$ cat src/rtl/bast_pkg.sv
// Package for the bounded array set table: sizes, operation codes and cell control word.
`default_nettype none
package bast_pkg;

  // Number of slots in the table.
  localparam int unsigned DEPTH = 16;

  // Widths that follow from the depth.
  localparam int unsigned CNT_W = $clog2(DEPTH + 1);
  localparam int unsigned IDX_W = (DEPTH > 1) ? $clog2(DEPTH) : 1;

  // Fixed widths of the interface fields.
  localparam int unsigned VAL_W  = 32;
  localparam int unsigned CAP_W  = 5;
  localparam int unsigned OCNT_W = 5;

  // Common width for comparing the count with the capacity register.
  localparam int unsigned CMP_W = (CNT_W > CAP_W) ? CNT_W : CAP_W;

  localparam logic [CAP_W-1:0] CAP_RESET = CAP_W'(16);

  // Operation codes.
  typedef enum logic [1:0] {
    OP_ADD    = 2'd0,
    OP_REMOVE = 2'd1,
    OP_QUERY  = 2'd2
  } op_e;

  // Control word broadcast to every cell in the row.
  typedef struct packed {
    logic             do_add;
    logic             do_remove;
    logic [VAL_W-1:0] value;
    logic [CNT_W-1:0] count;
  } cell_ctrl_t;

endpackage
`default_nettype wire

$ cat src/rtl/bounded_array_set_table.sv
// Top level of the bounded array set table: cell row, count, capacity and result register.
`default_nettype none
// A packed multiset of up to DEPTH signed 32-bit values. A word is
// accepted when start_i is high (busy_o is always low, so a word may be
// issued every cycle) and its result appears on the cycle right after,
// with done_o high for exactly that one cycle. The receiver cannot stall, so
// the result must be captured when done_o is high. All slots compare against
// the word in parallel and the first-match flag ripples along the row of
// cells, which sets the clock period rather than the rate. The capacity
// register may be written only while no word is in flight; values above
// DEPTH act as DEPTH, and zero rejects every add.
module bounded_array_set_table (
  input  wire                           clk_i,
  input  wire                           rst_ni,
  input  wire                           start_i,
  output logic                          busy_o,
  input  wire [1:0]                     operation_i,
  input  wire signed [bast_pkg::VAL_W-1:0] value_i,
  input  wire                           cfg_we_i,
  input  wire [bast_pkg::CAP_W-1:0]     cfg_wdata_i,
  output logic                          done_o,
  output logic                          hit_o,
  output logic [bast_pkg::OCNT_W-1:0]   count_o,
  output logic                          is_empty_o
);
  import bast_pkg::*;

  logic [CAP_W-1:0]  cap_q;
  logic [CNT_W-1:0]  count_q, count_d;
  logic              done_q;
  logic              hit_q, hit_d;
  logic [OCNT_W-1:0] ocount_q;
  logic              empty_q;

  cell_ctrl_t        ctrl;
  logic [VAL_W-1:0]  entry   [DEPTH];
  logic [VAL_W-1:0]  next_in [DEPTH];
  logic              found   [DEPTH+1];
  logic              can_add;
  logic              remove_hit;
  logic              is_add, is_remove, is_query;

  // The table takes a word every cycle.
  assign busy_o = 1'b0;

  // Operation decode.
  always_comb begin
    is_add    = 1'b0;
    is_remove = 1'b0;
    is_query  = 1'b0;
    if (start_i) begin
      unique case (operation_i)
        OP_ADD:    is_add    = 1'b1;
        OP_REMOVE: is_remove = 1'b1;
        OP_QUERY:  is_query  = 1'b1;
        default:   ;
      endcase
    end
  end

  // Room is left when the count is below both the capacity and the depth.
  assign can_add = (CMP_W'(count_q) < CMP_W'(cap_q)) && (count_q < CNT_W'(DEPTH));

  // A cell only shifts at or above a match, so a remove with no match leaves the row alone.
  assign ctrl.do_add    = is_add && can_add;
  assign ctrl.do_remove = is_remove;
  assign ctrl.value     = value_i;
  assign ctrl.count     = count_q;

  assign remove_hit = is_remove && found[DEPTH];

  // Row of cells; each takes its upper neighbor's entry on a shift.
  assign found[0] = 1'b0;
  for (genvar g = 0; g < DEPTH; g++) begin : g_cell
    if (g == DEPTH - 1) begin : g_last
      assign next_in[g] = entry[g];
    end else begin : g_mid
      assign next_in[g] = entry[g+1];
    end
    bast_cell u_cell (
      .clk_i        (clk_i),
      .ctrl_i       (ctrl),
      .idx_i        (IDX_W'(g)),
      .next_entry_i (next_in[g]),
      .found_i      (found[g]),
      .entry_o      (entry[g]),
      .found_o      (found[g+1])
    );
  end

  // Next count and hit flag.
  always_comb begin
    count_d = count_q;
    hit_d   = 1'b0;
    if (ctrl.do_add) begin
      count_d = count_q + CNT_W'(1);
      hit_d   = 1'b1;
    end else if (remove_hit) begin
      count_d = count_q - CNT_W'(1);
      hit_d   = 1'b1;
    end else if (is_query) begin
      hit_d   = found[DEPTH];
    end
  end

  // Control state: capacity, count and result strobe.
  always_ff @(posedge clk_i or negedge rst_ni) begin
    if (!rst_ni) begin
      cap_q   <= CAP_RESET;
      count_q <= '0;
      done_q  <= 1'b0;
    end else begin
      if (cfg_we_i) begin
        cap_q <= cfg_wdata_i;
      end
      count_q <= count_d;
      done_q  <= start_i;
    end
  end

  // Result payload.
  always_ff @(posedge clk_i) begin
    if (start_i) begin
      hit_q    <= hit_d;
      ocount_q <= OCNT_W'(count_d);
      empty_q  <= (count_d == '0);
    end
  end

  assign done_o     = done_q;
  assign hit_o      = hit_q;
  assign count_o    = ocount_q;
  assign is_empty_o = empty_q;

  // The count never runs past the number of slots.
  a_count_bound : assert property (@(posedge clk_i) disable iff (!rst_ni)
    count_q <= CNT_W'(DEPTH))
    else $error("count exceeds table depth");

  // Every accepted word yields a result on the next cycle.
  a_result_follows : assert property (@(posedge clk_i) disable iff (!rst_ni)
    start_i |=> done_o)
    else $error("missing result after accepted word");

  // Without a word the contents count does not move.
  a_count_idle : assert property (@(posedge clk_i) disable iff (!rst_ni)
    !start_i |=> $stable(count_q))
    else $error("count changed without a word");

  // A hit on a remove or add moves the count by one.
  a_hit_moves_count : assert property (@(posedge clk_i) disable iff (!rst_ni)
    (ctrl.do_add || remove_hit) |=> (count_q != $past(count_q)))
    else $error("add or remove hit left the count unchanged");

endmodule
`default_nettype wire

$ cat src/rtl/bast_cell.sv
// One slot of the table: holds an entry, compares it and shifts from its upper neighbor.
`default_nettype none
module bast_cell (
  input  wire                         clk_i,
  input  wire bast_pkg::cell_ctrl_t   ctrl_i,
  input  wire [bast_pkg::IDX_W-1:0]   idx_i,
  input  wire [bast_pkg::VAL_W-1:0]   next_entry_i,
  input  wire                         found_i,
  output logic [bast_pkg::VAL_W-1:0]  entry_o,
  output logic                        found_o
);
  import bast_pkg::*;

  logic [VAL_W-1:0] entry_q;
  logic [VAL_W-1:0] entry_d;
  logic [CNT_W-1:0] idx_ext;
  logic             occupied;
  logic             match;

  // Slot is live when its index is below the current count.
  assign idx_ext  = CNT_W'(idx_i);
  assign occupied = (idx_ext < ctrl_i.count);
  assign match    = occupied && (entry_q == ctrl_i.value);

  // A match here or in any lower slot is passed up the row.
  assign found_o = found_i | match;
  assign entry_o = entry_q;

  // Append at the first free slot, or shift down at and above the first match.
  always_comb begin
    entry_d = entry_q;
    if (ctrl_i.do_add && (idx_ext == ctrl_i.count)) begin
      entry_d = ctrl_i.value;
    end else if (ctrl_i.do_remove && found_o) begin
      entry_d = next_entry_i;
    end
  end

  always_ff @(posedge clk_i) begin
    entry_q <= entry_d;
  end

endmodule
`default_nettype wire

$ cat config.mk
export PLATFORM = sky130hd
export DESIGN_NAME = bounded_array_set_table
export DESIGN_NICKNAME = d
export VERILOG_FILES = /design/src/rtl/bast_pkg.sv /design/src/rtl/bounded_array_set_table.sv /design/src/rtl/bast_cell.sv
export SDC_FILE = /design/constraint.sdc
export NUM_CORES = 1
export LEC_CHECK = 0
export BUFFER_PORTS_ARGS = -buffer_cell sky130_fd_sc_hd__buf_2
export CORE_MARGIN = 5
export CORE_UTILIZATION = 65
export CTS_BUF_LIST = sky130_fd_sc_hd__clkbuf_8
export CTS_CLUSTER_SIZE = 30
export DETAILED_ROUTE_END_ITERATION = 10
export PLACE_DENSITY = 0.82
export SYNTH_ARGS = -nofsm -noshare
export SYNTH_HDL_FRONTEND = slang
export SYNTH_SLANG_ARGS = --single-unit
$ cat constraint.sdc
create_clock -name clk_i -period 7.2 [get_ports clk_i]
set_clock_uncertainty 0.2 [all_clocks]
set_input_delay 0 -clock clk_i [delete_from_list [all_inputs] [get_ports clk_i]]
set_output_delay 0 -clock clk_i [all_outputs]
set_load 0.005 [all_outputs]
==> impl_metrics.json, run 1 <==
{
  "status": "complete, no violations",
  "critPathTopFamily": "simple AND/OR/NAND/NOR gates",
  "max_freq_mhz": 223,
  "die_y_um": 221,
  "nFillCells": 2957,
  "place.gp.congestion": 0.905,
  "synth_cells": 2043,
  "synth_simple_gate_area_share_pct": 5.30,
  "antenna_left": 0,
  "start_util_pct": 65.5,
  "cp_slowest_cell": "nand2_1",
  "vias": 17400,
  "pin_count": 52,
  "synth_fa_ha_area_share_pct": 0.390,
  "cap_violations": 0,
  "max_stage_delay_ns": 1.03,
  "htree_levels": 3,
  "cts-root-buf": "clkbuf_8",
  "clk-insertion-delay-late_ns": 0.69,
  "synth_top_area_share_pct": 54.0,
  "r2r_slack_ns": 2.72,
  "min_path_type": "input pin to register",
  "drive_above_1_share_pct": 32.0,
  "critPathKind": "register to register",
  "die_x_um": 221,
  "finalHoldViolations": 0,
  "synth_cell_type_count": 60,
  "grtUsageTotal_pct": 30.4,
  "clock_sinks": 530,
  "min_to": "hit_o",
  "power_w": 0.00677,
  "route.detailed.drc": 0,
  "drt-vias-per-instance": 6.29,
  "portBuffers": 50,
  "core_um2": 44000,
  "ys_seq_area_share_pct": 55.0,
  "syn_nets": 2095,
  "path_max_fanout": 34,
  "postCtsHoldBufs": 59,
  "rows": 77,
  "layout_min_cycle_time_ns": 4.48,
  "ys_ff_latch": 530,
  "synth_top_family_by_area": "multiplexers",
  "worst-slew-pin-transition_ns": 1.36,
  "cts.clk_slew.worst_paths_ns": 0.06,
  "drt_first_iter_violations": 1903,
  "synth_area_leaders": "edfxtp_1 54%, mux2_2 18%, xor2_1 7.8%, xnor2_1 7.7%, nand4_1 1.6%",
  "rsz0062_at_grt": "false",
  "cts.repair.resized": 0,
  "critical_path_buf_inv_count": 1,
  "cts_tree": "yes",
  "ys.flop_type": "edfxtp_1",
  "place_hpwl_um": 49300,
  "vdd_drop_max_mv": 0.225,
  "timing.hold.ws_ns": 0.0646,
  "syn_area_per_cell_um2": 14.1,
  "yosys_warnings": 0,
  "yosysTopAreaCell": "edfxtp_1",
  "leakagePower_nw": 10.6,
  "min_period_over_period_pct": 62.2,
  "cts_buffers": 86,
  "postCtsSetupRepairBufs": 0,
  "netlist_area_um2": 28800,
  "synth_compound_area_share_pct": 1.46,
  "worstPathRequired_ns": 7.28,
  "overflow": 0,
  "drt-total-wl_um": 73600,
  "nets": 2162,
  "cts_buffer_depth": 3,
  "rr_startpoint": "count_q[1]",
  "slew_headroom_pct": 9.04,
  "num_antenna_cells": 0,
  "hold_depth": 3,
  "antenna_found_initial": 0,
  "critPathCaptureType": "register",
  "synth_mux_area_share_pct": 18.2,
  "cellPowerDensity_nw_per_um2": 216,
  "setup_viol": 0,
  "path_cells": "ha_1 -> a21boi_0 -> o21ai_0 -> a21boi_0 -> o21ai_0 -> and4b_1 -> and3_1 -> nand2_1 -> buf_4 -> nand2_1",
  "wl_per_cell_um": 26.6,
  "grt_pass1_vias": 18000,
  "drv_slew": 0,
  "r2r_end": "g_cell[11].u_cell.entry_o[12]",
  "ys_async_sr_fraction_pct": 2.08,
  "grt_pass1_wl_um": 111000,
  "dieArea_um2": 48700,
  "arrival_ns": 4.56,
  "hold_start": "start_i",
  "grt_max_degree": 35,
  "crit_start": "count_q[1]",
  "synth_xor_area_share_pct": 15.5,
  "setup_tns_ns": 0,
  "reg2reg_depth": 10,
  "synth_edf_count": 519,
  "synthToLayoutAreaGrowth_pct": 8.45,
  "worstSetupStartpointType": "register",
  "first_pass_iters": 6
}
stage by stage:
| step | cell area (µm²) | setup WS [ns] | cells | util [%] |
|---|---|---|---|---|
| 3_3_place_gp | 29200 | 2.91 | 2555 | 66.3 |
| 6_report | 31300 | 2.72 | 2767 | 71.0 |
| 5_1_grt | 31300 | 2.45 | 2767 | 71.0 |
| 4_1_cts | 31300 | 2.81 | 2767 | 71.0 |
| 3_5_place_dp | 29200 | 2.79 | 2555 | 66.3 |
| 2_1_floorplan | 28800 | 2.24 | 2043 | - |
layout make-up:
class                      count  area, µm²  area share, %
clock inverter                61        246          0.788
inverter                      10       37.5          0.120
sequential                   530      15900           50.7
multi-input combinational   1315      11800           37.9
clock buffer                  92       1270           4.05
tap                          592        741           2.37
timing repair buffer         167       1280           4.08
cell usage after synthesis (3+ instances only):
cell and number:
a21oi_1 6, a31oi_1 3, and2_1 3, and3_1 4, buf_2 59, buf_4 14, buf_6 37, clkbuf_1 76
dfrtp_1 10, edfxtp_1 519, ha_1 9, inv_1 9, mux2_2 466, nand2_1 44, nand3_1 22, nand4_1 74
nor2_1 7, nor3_1 16, nor4_1 67, nor4_2 3, o21ai_0 35, or3_1 4, xnor2_1 254, xor2_1 258
logic make-up (layout without fill, tap and decap cells):
| logic type | count (synthesis) | in the layout |
|---|---|---|
| adders and majority gates | 9 | 9 |
| and+or+nand+nor | 260 | 260 |
| AOI/OAI and AO/OA | 66 | 66 |
| other | 1 | 1 |
| buffers and inverters | 198 | 330 |
| DFF | 530 | 530 |
| muxes | 467 | 467 |
| xor gates and xnor gates | 512 | 512 |
where the power goes:
part / internal (W) / switching, W / total, W
Sequential: 0.00347 / 0.000101 / 0.00357
Clock: 0.00117 / 0.00121 / 0.00238
Combinational: 0.000316 / 0.000503 / 0.000819
Total: 0.00496 / 0.00181 / 0.00677
layer usage:
layer  part of all wire, %  GRT usage (%)  routed length, µm
met4                   3.8           11.4               2820
met3                   7.1           5.45               5250
met1                    39           40.1              29000
met5                     0              0                  0
met2                    50           51.0              36600
worst reg2reg max path, stage by stage (launching register included):
cell and delay (ns):
dfrtp_1 0.59, ha_1 0.32, a21boi_0 0.12, o21ai_0 0.14
a21boi_0 0.09, o21ai_0 0.13, and4b_1 0.73, and3_1 0.34
nand2_1 0.09, buf_4 0.27, nand2_1 1.04
layout by cell type, fill, tap and decap left out, types with 4 or more instances in the layout:
cell type,count
edfxtp_1,519
mux2_2,466
xor2_1,258
xnor2_1,254
clkbuf_8,92
nand4_1,74
nor4_1,67
dlygate4sd3_1,59
buf_4,58
buf_2,50
nand2_1,44
inv_1,35
clkinv_1,29
o21ai_0,26
nand3_1,21
nor3_1,16
dfrtp_1,10
o21ai_2,9
ha_1,9
nor2_1,7
a21oi_1,6
and3_1,4
or3_1,4
registers in the layout (all words and copies together), names as in the netlist:
| signal | count |
|---|---|
| count_o | 5 |
| hit_o | 1 |
| done_o | 1 |
| is_empty_o | 1 |
| g_cell.u_cell.entry_o | 512 |
| count_q | 5 |
| cap_q | 5 |
worst max path at each step:
stage | depth (start not counted) | slack (ns) | endpoint
6_report | 10 | 2.72 | g_cell[11].u_cell.entry_o[12]
5_1_grt | 10 | 2.45 | g_cell[11].u_cell.entry_o[16]
4_1_cts | 10 | 2.81 | g_cell[11].u_cell.entry_o[12]
3_5_place_dp | 10 | 2.79 | g_cell[11].u_cell.entry_o[12]
3_3_place_gp | 10 | 2.91 | g_cell[11].u_cell.entry_o[12]
2_1_floorplan | 12 | 2.24 | g_cell[12].u_cell.entry_o[0]
Note: power is estimated with default switching activity, not from simulation.
==> run 2: changes to the inputs <==
--- a/config.mk
+++ b/config.mk
@@ -5,6 +5,7 @@
 export SDC_FILE = /design/constraint.sdc
 export NUM_CORES = 1
 export LEC_CHECK = 0
+export ABC_AREA = 1
 export BUFFER_PORTS_ARGS = -buffer_cell sky130_fd_sc_hd__buf_2
 export CORE_MARGIN = 5
 export CORE_UTILIZATION = 65
==> constraint.sdc (replaced) <==
create_clock -name clk_i -period 4.6 [get_ports clk_i]
set_clock_uncertainty 0.2 [all_clocks]
set_input_delay 0 -clock clk_i [delete_from_list [all_inputs] [get_ports clk_i]]
set_output_delay 0 -clock clk_i [all_outputs]
set_load 0.005 [all_outputs]
==> run 2 against run 1 <==
  * Via count is 39% higher
  * Die area decreased by 0.91%
  * Design area increased by 0.62%
  * Core utilization increased by 1.7 points
  * Routed wire length is 40% higher
  * Cell count grew 35%
  * Count of clock-buffer cells in the layout shrank 1
  * Worst hold slack better by 0.036 ns
  * Sequential power rose by 47%
  * Critical path depth increased by 7
  * Flip-flop and latch count stayed put
  * Clock power increased by 59%
  * Critical path type unchanged
  * Largest cell class unchanged
  * Largest power group unchanged
==> impl_metrics.json, run 2 <==
{
  "status": "complete, no violations",
  "dieArea_um2": 48200,
  "ys_async_sr_fraction_pct": 2.08,
  "grt_max_degree": 66,
  "finalInstanceArea_um2": 31500,
  "synth_edf_count": 519,
  "arrival_ns": 4.39,
  "drt-total-wl_um": 103000,
  "leakagePower_nw": 12.4,
  "synth_simple_gate_area_share_pct": 17.8,
  "layout_min_cycle_time_ns": 4.20,
  "cellPowerDensity_nw_per_um2": 311,
  "syn_area_per_cell_um2": 9.50,
  "first_pass_iters": 9,
  "cap_violations": 0,
  "power_w": 0.00978,
  "finalHoldViolations": 0,
  "cts_buffers": 87,
  "synth_cells": 3006,
  "place.gp.congestion": 1.04,
  "antenna_found_initial": 5,
  "cts.clk_slew.worst_paths_ns": 0.06,
  "syn_nets": 3058,
  "use_met1_pct": 53.8,
  "pin_count": 52,
  "cts_tree": "yes",
  "drv_slew": 0,
  "worstSetupStartpointType": "register",
  "synth_top_family_by_area": "simple AND/OR/NAND/NOR gates",
  "antenna_left": 0,
  "die_y_um": 220,
  "min_period_over_period_pct": 91.3,
  "route.detailed.drc": 0,
  "synth_area_leaders": "edfxtp_1 55%, nand2_1 11%, o21ai_0 9.2%, xnor2_1 5.4%, xor2_1 3.7%",
  "vdd_drop_max_mv": 0.218,
  "ys_seq_area_share_pct": 55.5,
  "setup_tns_ns": 0,
  "start_util_pct": 66.0,
  "dp.cells": 3512,
  "synth_cell_type_count": 58,
  "largest_reg_flops": 512,
  "setup_viol": 0,
  "vias": 24200,
  "synth_fa_ha_area_share_pct": 0.394,
  "drt-vias-per-instance": 6.51,
  "layout_common_cells": "867 x nand2_1, 519 x o21ai_0, 519 x edfxtp_1",
  "fin_ws_ns": 0.401,
  "grt_pass1_vias": 23000,
  "die_x_um": 220,
  "postCtsSetupRepairBufs": 0,
  "htree_levels": 3,
  "synthToLayoutAreaGrowth_pct": 10.2,
  "netlist_area_um2": 28600,
  "grt.busiest_layer": "met2",
  "ys_top_cells_by_count": "867 x nand2_1, 526 x o21ai_0, 519 x edfxtp_1",
  "critPathCaptureType": "register",
  "worst-slew-pin-transition_ns": 1.03,
  "slew_headroom_pct": 29.6,
  "ys.flop_type": "edfxtp_1",
  "yosysTopAreaCell": "edfxtp_1",
  "synth_compound_area_share_pct": 11.6,
  "core_um2": 43300,
  "worstPathRequired_ns": 4.79,
  "rsz0062_at_grt": "false",
  "ys_ff_latch": 530,
  "synth_xor_area_share_pct": 9.08,
  "grtUsageTotal_pct": 42.5,
  "overflow": 0,
  "clk-insertion-delay-late_ns": 0.68,
  "grt.met3_usage_pct": 13.9,
  "final_cells": 3725,
  "cp_slowest_cell": "dlygate4sd3_1",
  "path_max_fanout": 12,
  "portBuffers": 50,
  "clock_sinks": 530,
  "synth_mux_area_share_pct": 0.0394,
  "postPlaceCellArea_um2": 29300,
  "crit_top_cell": "nor2_4",
  "seqCellArea_um2": 15900,
  "yosys_warnings": 0,
  "critPathKind": "register to register",
  "path_cells": "buf_4 -> nor2_4 -> inv_2 -> nor2_1 -> nand2_1 -> nand4_1 -> nand3b_4 -> nand4_4 -> nor2_4 -> nand4_2 -> nor2_2 -> nand4_2 -> nor2_4 -> nand4_4 -> nand4_1 -> dlygate4sd3_1 -> nand3_1",
  "final_common_cell": "nand2_1",
  "cts_buffer_depth": 3,
  "wl_per_cell_um": 27.6,
  "grt_pass1_wl_um": 148000,
  "use_met2_pct": 62.2,
  "nFillCells": 3060,
  "drive_above_1_share_pct": 11.5,
  "max_freq_mhz": 238,
  "synth_top_area_share_pct": 54.6,
  "nets": 3127,
  "place_hpwl_um": 67400,
  "yosysMostFrequentCell": "nand2_1",
  "rows": 76,
  "dp_slack_ns": 0.731,
  "min_path_type": "input pin to register",
  "multiInputGateArea_um2": 11200,
  "drt_first_iter_violations": 4413,
  "cts-root-buf": "clkbuf_8",
  "max_stage_delay_ns": 0.58
}
-- run 2: where the power goes --
part	switching [W]	internal, W
clock	0.00190	0.00187
combinational	0.000551	0.000213
sequential	0.00000444	0.00523
total	0.00246	0.00732
-- run 2: per-layer routing --
metal	up-vias	part of all wire, %	wire length (µm)
met2	2194	42	42900
li1	10400	-	-
met3	574	16	16400
met4	6	9.3	9570
met5	-	0.030	31
met1	11000	33	34000
-- run 2: final timing paths --
kind	slack, ns	start	to	cells past startpoint
min reg2reg	0.38	g_cell[15].u_cell.entry_o[21]	g_cell[14].u_cell.entry_o[21]	2
min in group asynchronous	0.28	rst_ni	cap_q[3]	3
min	0.10	start_i	count_o[1]	2
max	0.40	count_q[4]	hit_o	17
max reg2reg	0.40	count_q[4]	hit_o	17
max in group asynchronous	3.48	rst_ni	cap_q[0]	3
-- run 2: worst max-delay path, delay by kind of cell (launching register included) --
kind | cells | cell delay (ns)
flip-flops | 1 | 0.36
AND/OR/NAND/NOR | 14 | 2.41
buffers and inverters | 3 | 0.91
-- run 2: cell type report --
cell class,instances,area share [%]
antenna,2,0.0159
clock buffer,91,3.98
clock inverter,61,0.875
inverter,138,1.65
multi-input combinational,2115,35.7
sequential,530,50.4
tap,585,2.33
timing repair buffer,203,5.07
-- run 2: kinds of logic (layout without fill, tap and decap cells) --
| group | after synthesis | count (layout) |
|---|---|---|
| mux | 1 | 1 |
| xor+xnor | 296 | 296 |
| compound gates | 613 | 613 |
| flops | 530 | 530 |
| fa+ha+maj | 9 | 9 |
| buf+inv | 361 | 493 |
| simple gates | 1195 | 1195 |
| other cells | 1 | 3 |
-- run 2: through the flow --
stage / hold WS [ns] / util [%]
after floorplan: -0.496 / -
after global placement: -0.299 / 67.8
after detailed placement: -0.294 / 67.8
after CTS: 0.0552 / 72.7
after global routing: 0.0751 / 72.7
final: 0.101 / 72.7
-- run 2: repair_timing --
item                      4_1_cts  5_1_grt
hold endpoints to repair      236        0
resized for setup               0        0
hold buffers                   59        0
